==> src/hdl/led_fade_ramp_controller_assert.svh <==
// ---------------------------------------------------------------------------
// led fade ramp controller assertion macros
// clocked property checks that compile away in synthesis
// ---------------------------------------------------------------------------
`ifndef LED_FADE_RAMP_CONTROLLER_ASSERT_SVH
`define LED_FADE_RAMP_CONTROLLER_ASSERT_SVH

`ifndef SYNTHESIS

// check on every clock edge outside reset
`define LFR_ASSERT(label, prop) \
  label: assert property (@(posedge clk) disable iff (!rst_n) prop) \
    else $error("led fade ramp controller check failed");

// check on every clock edge, reset included
`define LFR_ASSERT_ALWAYS(label, prop) \
  label: assert property (@(posedge clk) prop) \
    else $error("led fade ramp controller check failed");

`else

`define LFR_ASSERT(label, prop)
`define LFR_ASSERT_ALWAYS(label, prop)

`endif

`endif

==> src/hdl/lfr_pkg.sv <==
// ---------------------------------------------------------------------------
// lfr_pkg
// types and constants shared by the led fade ramp controller
// ---------------------------------------------------------------------------
package lfr_pkg;

  localparam int DUTY_W = 8;
  localparam int DUR_W  = 32;
  localparam int MODE_W = 3;
  localparam int CNT_W  = $clog2(DUR_W);

  localparam logic [DUTY_W-1:0] DUTY_FULL = 8'd255;
  localparam logic [DUTY_W-1:0] DUTY_OFF  = 8'd0;
  localparam logic [DUR_W-1:0]  ELAPSED_MAX = '1;

  // command codes
  localparam logic [MODE_W-1:0] MODE_TICK   = 3'd0;
  localparam logic [MODE_W-1:0] MODE_ON     = 3'd1;
  localparam logic [MODE_W-1:0] MODE_OFF    = 3'd2;
  localparam logic [MODE_W-1:0] MODE_TOGGLE = 3'd3;
  localparam logic [MODE_W-1:0] MODE_SET    = 3'd4;
  localparam logic [MODE_W-1:0] MODE_FADE   = 3'd5;

  typedef struct packed {
    logic [MODE_W-1:0] mode;
    logic [DUTY_W-1:0] duty_value;
    logic [DUR_W-1:0]  duration_ms;
  } lfr_in_t;

  typedef struct packed {
    logic [DUTY_W-1:0] duty_out;
    logic              fading;
  } lfr_out_t;

endpackage

==> src/hdl/led_fade_ramp_controller.sv <==
// ---------------------------------------------------------------------------
// led_fade_ramp_controller
// 8-bit led duty controller with timed fades driven by millisecond ticks
// ---------------------------------------------------------------------------
// Usage: each item on the in_ channel is one command (tick, on, off, toggle,
// set duty, fade to target). Every item yields exactly one item on the out_
// channel carrying the duty after the command and a fading flag.
// Output: the result is registered and shows on out_valid in the cycle after
// the item is accepted, for every command.
// Busy: tick, on, off, toggle, set, ignored fades and fades onto the current
// duty leave the block ready for the next item. Any other fade runs the step
// interval through a shared radix-2 restoring divider, one quotient bit per
// cycle, and in_ready stays low until the divider has finished.
// Reset (rst_n low, synchronous): duty, target, step interval and elapsed
// count go to zero, the divider stops and the out register empties.
// Stall: the out register holds one finished item; while it is full and
// out_ready is low, in_ready is low and no new item is taken. A result that
// is being taken frees the slot in the same cycle.
// ---------------------------------------------------------------------------
`include "led_fade_ramp_controller_assert.svh"

module led_fade_ramp_controller
  import lfr_pkg::*;
(
  input  logic     clk,
  input  logic     rst_n,
  input  logic     in_valid,
  output logic     in_ready,
  input  lfr_in_t  in_data,
  output logic     out_valid,
  input  logic     out_ready,
  output lfr_out_t out_data
);

  typedef enum logic {
    ST_IDLE,
    ST_DIV
  } state_t;

  localparam logic [CNT_W-1:0] DIV_LAST = CNT_W'(DUR_W - 1);

  state_t             state_r,    state_nxt;
  logic [DUTY_W-1:0]  cur_r,      cur_nxt;
  logic [DUTY_W-1:0]  tgt_r,      tgt_nxt;
  logic [DUR_W-1:0]   interval_r, interval_nxt;
  logic [DUR_W-1:0]   elapsed_r,  elapsed_nxt;
  logic [DUR_W-1:0]   quo_r,      quo_nxt;
  logic [DUTY_W-1:0]  rem_r,      rem_nxt;
  logic [DUTY_W-1:0]  divisor_r,  divisor_nxt;
  logic [CNT_W-1:0]   cnt_r,      cnt_nxt;
  logic               out_valid_r, out_valid_nxt;
  lfr_out_t           out_data_r,  out_data_nxt;

  logic               accept;
  logic [DUR_W-1:0]   elapsed_inc;
  logic [DUTY_W-1:0]  span;
  logic [DUTY_W:0]    trial;
  logic [DUTY_W:0]    trial_diff;
  logic               quo_bit;

  assign in_ready  = (state_r == ST_IDLE) && (!out_valid_r || out_ready);
  assign accept    = in_valid && in_ready;
  assign out_valid = out_valid_r;
  assign out_data  = out_data_r;

  assign elapsed_inc = (elapsed_r == ELAPSED_MAX) ? elapsed_r : elapsed_r + 1'b1;
  assign span = (cur_r < in_data.duty_value) ? in_data.duty_value - cur_r
                                             : cur_r - in_data.duty_value;

  // shared divider step: bring down the next dividend bit, trial subtract
  assign trial      = {rem_r, quo_r[DUR_W-1]};
  assign trial_diff = trial - {1'b0, divisor_r};
  assign quo_bit    = (trial >= {1'b0, divisor_r});

  always_comb begin
    state_nxt     = state_r;
    cur_nxt       = cur_r;
    tgt_nxt       = tgt_r;
    interval_nxt  = interval_r;
    elapsed_nxt   = elapsed_r;
    quo_nxt       = quo_r;
    rem_nxt       = rem_r;
    divisor_nxt   = divisor_r;
    cnt_nxt       = cnt_r;
    out_valid_nxt = out_valid_r && !out_ready;
    out_data_nxt  = out_data_r;

    case (state_r)
      ST_IDLE: begin
        if (accept) begin
          case (in_data.mode)
            MODE_TICK: begin
              if (cur_r != tgt_r) begin
                if (elapsed_inc >= interval_r) begin
                  cur_nxt     = (cur_r < tgt_r) ? cur_r + 1'b1 : cur_r - 1'b1;
                  elapsed_nxt = '0;
                end else begin
                  elapsed_nxt = elapsed_inc;
                end
              end
            end
            MODE_ON: begin
              cur_nxt = DUTY_FULL;
              tgt_nxt = DUTY_FULL;
            end
            MODE_OFF: begin
              cur_nxt = DUTY_OFF;
              tgt_nxt = DUTY_OFF;
            end
            MODE_TOGGLE: begin
              cur_nxt = (cur_r != DUTY_OFF) ? DUTY_OFF : DUTY_FULL;
              tgt_nxt = cur_nxt;
            end
            MODE_SET: begin
              cur_nxt = in_data.duty_value;
              tgt_nxt = in_data.duty_value;
            end
            MODE_FADE: begin
              if (in_data.duty_value != tgt_r) begin
                tgt_nxt     = in_data.duty_value;
                elapsed_nxt = '0;
                if (span == '0) begin
                  interval_nxt = '0;
                end else begin
                  quo_nxt     = in_data.duration_ms;
                  rem_nxt     = '0;
                  divisor_nxt = span;
                  cnt_nxt     = '0;
                  state_nxt   = ST_DIV;
                end
              end
            end
            default: begin
            end
          endcase
          // result does not depend on the interval, so it leaves right away
          out_valid_nxt         = 1'b1;
          out_data_nxt.duty_out = cur_nxt;
          out_data_nxt.fading   = (cur_nxt != tgt_nxt);
        end
      end
      ST_DIV: begin
        rem_nxt = quo_bit ? trial_diff[DUTY_W-1:0] : trial[DUTY_W-1:0];
        quo_nxt = {quo_r[DUR_W-2:0], quo_bit};
        cnt_nxt = cnt_r + 1'b1;
        if (cnt_r == DIV_LAST) begin
          interval_nxt = quo_nxt;
          state_nxt    = ST_IDLE;
        end
      end
      default: begin
        state_nxt = ST_IDLE;
      end
    endcase
  end

  always_ff @(posedge clk) begin
    if (!rst_n) begin
      state_r     <= ST_IDLE;
      cur_r       <= '0;
      tgt_r       <= '0;
      interval_r  <= '0;
      elapsed_r   <= '0;
      cnt_r       <= '0;
      out_valid_r <= 1'b0;
    end else begin
      state_r     <= state_nxt;
      cur_r       <= cur_nxt;
      tgt_r       <= tgt_nxt;
      interval_r  <= interval_nxt;
      elapsed_r   <= elapsed_nxt;
      cnt_r       <= cnt_nxt;
      out_valid_r <= out_valid_nxt;
    end
    quo_r      <= quo_nxt;
    rem_r      <= rem_nxt;
    divisor_r  <= divisor_nxt;
    out_data_r <= out_data_nxt;
  end

  // divider runs its full length once started
  `LFR_ASSERT(a_div_runs, (state_r == ST_DIV && cnt_r != DIV_LAST) |=> (state_r == ST_DIV))
  // partial remainder always stays below the divisor
  `LFR_ASSERT(a_rem_bound, (state_r == ST_DIV) |-> (rem_r < divisor_r))
  // every accepted item puts a result in the out register
  `LFR_ASSERT(a_item_result, (in_valid && in_ready) |=> out_valid)
  // a tick with no fade in progress leaves the duty alone
  `LFR_ASSERT(a_idle_tick, (accept && in_data.mode == MODE_TICK && cur_r == tgt_r) |=> $stable(cur_r))
  // duty never moves while the divider works
  `LFR_ASSERT_ALWAYS(a_div_hold, (rst_n && state_r == ST_DIV) |=> (!rst_n || $stable(cur_r)))

endmodule
==> config.mk <==
export PLATFORM = sky130hd
export DESIGN_NAME = led_fade_ramp_controller
export DESIGN_NICKNAME = d
export VERILOG_FILES = /design/src/hdl/lfr_pkg.sv /design/src/hdl/led_fade_ramp_controller.sv
export VERILOG_INCLUDE_DIRS = /design/src /design/src/hdl
export SDC_FILE = /design/constraint.sdc
export NUM_CORES = 1
export LEC_CHECK = 0
export BUFFER_PORTS_ARGS = -buffer_cell sky130_fd_sc_hd__buf_2
export CORE_MARGIN = 1
export CORE_UTILIZATION = 60
export CTS_BUF_LIST = sky130_fd_sc_hd__clkbuf_4 sky130_fd_sc_hd__clkbuf_8
export DETAILED_ROUTE_END_ITERATION = 8
export PLACE_DENSITY = 0.79
export SYNTH_ARGS = -nofsm -noshare
export SYNTH_HDL_FRONTEND = slang
export SYNTH_SLANG_ARGS = --single-unit
==> constraint.sdc <==
create_clock -name clk -period 13.5 [get_ports clk]
set_clock_uncertainty 0.1 [all_clocks]
set_input_delay 1.35 -clock clk [delete_from_list [all_inputs] [get_ports clk]]
set_output_delay 1.35 -clock clk [all_outputs]
set_load 0.005 [all_outputs]
==> run summary <==
status - complete, no violations
Area growth syn-to-layout - 9.12%
drt first-iter violations - 539
routed vias - 7,709
CTS Buffer Depth - 2
relative slew slack - 20.0%
Setup Viol. Count Final - 0
type of the worst min-delay path - flop to flop
Least-Margin Pin Slew - 1200 ps
Hold Path Depth - 2
slowest cell on the critical path - nor4b_1
Fin. Hold Viols - 0
CTS clock-pin slew for the worst setup and hold paths - 90 ps
cell breakdown of the critical path - ha_1 -> and2_1 -> nand4_1 -> nor4b_1 -> or4_1 -> nor2_1 -> nand3_1 -> nor2_1 -> xor2_1 -> ha_1 -> nand4_1 -> nor4_1 -> o21ai_0 -> a2111oi_0 -> a211oi_1 -> inv_1 -> xnor2_1 -> o2111ai_1 -> or4_1
commonest non-fill, non-tap cell in the layout - nand2_1
Peak supply drop - 0.0725 mV
Slew Limit Fails - 0
P_leak - 4.09 nW
Worst Setup Start Kind - flop
drt via density - 5.99
antenna violations before repair - 0
Slowest Stage Delay on Critical Path - 760 ps
CTS tree - done
drt first pass iters - 7
Fmax - 175 MHz
non-filler cells, final - 1,286
largest net degree at the start of global routing - 53
endpoint type of the worst setup path - flop
# hold bufs at CTS - 0
syn_nets - 1,167
Critical Path AT - 5820 ps
layout cells sized above 1 - 13.2%
R2R setup slack - 7800 ps
Max FO, Critical Path - 6
Total GRT Usage - 28.4%
Die Y - 126 um
grt ovf - 0
Post-CTS Setup Bufs - 0
drt drc - 0
Cell Area, Synth - 9280 um^2
Min-Delay Endpoint - interval_r[3]$_SDFFE_PN0P_
final core occ - 66.8%
metal3 WL - 1050 um
max_cap viols - 0
Starting Density - 61.3%
wirelength, routed - 21,700 um
post-synthesis cell type count - 80
Num CTS Buffers - 17
RD Place Congestion - 0.954
Clk Latency, worst-skew pair - 480 ps
Yosys reg bits - 144
full die area - 16,000 um^2
WHS - 370 ps
Top Metal Used - met4
power density cells - 109 nW/um^2
Ys Warns - 0
Setup WS post-layout - 7800 ps
global-route wire length before repair - 35,900 um
post-CTS sizing - 0
Mean Syn Cell Area - 8.89 um^2
Worst R2R Start - elapsed_r[0]$_SDFFE_PN0P_
ant diodes - 0
Post-synth ARST share - 0%
H-tree levels - 4
pre-CTS setup slack - 7850 ps
EDFF count, synth - 57
reg-to-reg endpoint - out_data[0]$_DFFE_PP_
IO Port Bufs - 57
Core Area - 15,100 um^2
io pins - 58
data required time of the worst path - 13,620 ps
clk root buf - clkbuf_8
Final min period - 5700 ps
ANT nets after route - 0
Routed WL per cell - 16.9 um
WL met1 - 10,300 um
depth of the most critical reg-to-reg path - 19
Num Clock Sinks - 144
WL met2 - 10,100 um
die width - 126 um
setup TNS - 0 ps
NumNets Final - 1,208
HPWL after DPL - 15,800 um
row count - 45
cell count after synthesis - 1,044
RSZ-0062 raised after global routing - false
most frequent cells in the layout - 107 x nand2_1, 87 x nor2_1, 86 x dfxtp_1, 84 x inv_1, 76 x a21oi_1
most used flip-flop cell after synthesis - dfxtp_1
Tcrit/Tclk final - 42.2%
vias in the first global route - 7,268
placed insts - 1,254
worst hold start - quo_r[2]$_DFFE_PP_
WS Path Type - flop to flop
register area share after synthesis - 37.2%
cells in the mapped netlist, types with 6 or more instances:
master / n / share of area, %
o21a_1: 11 / 0.89
o31ai_1: 34 / 2.8
a21oi_1: 76 / 4.1
inv_1: 84 / 3.4
nand2b_1: 11 / 0.74
a21boi_0: 6 / 0.49
a211oi_1: 10 / 0.81
a21o_1: 8 / 0.65
or3_1: 9 / 0.61
xnor2_1: 29 / 2.7
clkbuf_1: 34 / 1.4
and3_1: 17 / 1.1
nor2_1: 88 / 3.6
and2_1: 9 / 0.61
ha_1: 72 / 9.7
edfxtp_1: 57 / 18
mux2_2: 31 / 3.8
nor2b_1: 7 / 0.47
nor3_1: 24 / 1.3
nand3_1: 21 / 1.1
a22oi_1: 10 / 0.81
nand4_1: 21 / 1.4
nand2_1: 107 / 4.3
xor2_1: 26 / 2.5
a41o_1: 6 / 0.65
dfxtp_1: 87 / 19
o21ai_0: 41 / 2.2
per-stage QoR:
| stage | cell area (um^2) | power, W |
|---|---|---|
| after floorplan | 9280 | 0.000656 |
| after global placement | 9680 | 0.000713 |
| after detailed placement | 9680 | 0.000717 |
| after CTS | 10100 | 0.00110 |
| after global routing | 10100 | 0.00115 |
| final | 10100 | 0.00110 |
sequential cells by signal, indices dropped and copies added, names as in the netlist:
signal / flops
elapsed_r: 32
interval_r: 32
quo_r: 32
out_data: 9
cur_r: 8
divisor_r: 8
rem_r: 8
tgt_r: 8
cnt_r: 5
out_valid: 1
state_r: 1
logic make-up (layout without fill, tap and decap cells):
kind of cell	Yosys count	count (layout)	synth area share (%)
and+or+nand+nor	339	339	17.7
DFF	144	144	37.2
buffers and inverters	126	180	5.42
muxes	36	36	4.30
AOI/OAI and AO/OA	268	268	19.6
adders and majority gates	76	76	10.6
xor gates and xnor gates	55	55	5.19
critical path: cells and delay by family, from the launching register on:
family / cells / cell delay [ps]
simple gates: 10 / 2960
compound gates: 4 / 1080
xor+xnor: 2 / 270
buf+inv: 1 / 120
flops: 1 / 420
fa+ha+maj: 2 / 510
metal layers:
metal / track usage (%) / vias to the layer above
met5: 0 / -
met4: 8.29 / 0
met3: 5.65 / 33
met2: 46.1 / 186
met1: 38.3 / 3637
li1: - / 3853
layout make-up:
class | instances | area, um^2
clock buffer | 18 | 248
sequential | 144 | 3450
timing repair buffer | 63 | 330
inverter | 85 | 319
clock inverter | 14 | 201
multi-input combinational | 774 | 5340
fill | 1263 | 5020
tap | 188 | 235
power breakdown:
part,internal (W),switching (W)
Combinational,0.0000923,0.000132
Clock,0.000209,0.000181
Sequential,0.000471,0.0000144
Total,0.000773,0.000328
how the worst max path moves through the flow:
stage / end / slack [ps] / depth (start not counted) / startpoint
after detailed placement: out_data[0]$_DFFE_PP_ / 7850 / 19 / elapsed_r[0]$_SDFFE_PN0P_
after global placement: out_data[0]$_DFFE_PP_ / 8030 / 19 / elapsed_r[0]$_SDFFE_PN0P_
after CTS: out_data[0]$_DFFE_PP_ / 7860 / 18 / elapsed_r[14]$_SDFFE_PN0P_
after global routing: out_data[0]$_DFFE_PP_ / 7290 / 18 / elapsed_r[14]$_SDFFE_PN0P_
final: out_data[0]$_DFFE_PP_ / 7800 / 19 / elapsed_r[0]$_SDFFE_PN0P_
after floorplan: quo_r[0]$_DFFE_PP_ / 6520 / 11 / in_data[32]
(Power assumes the default switching activity.)
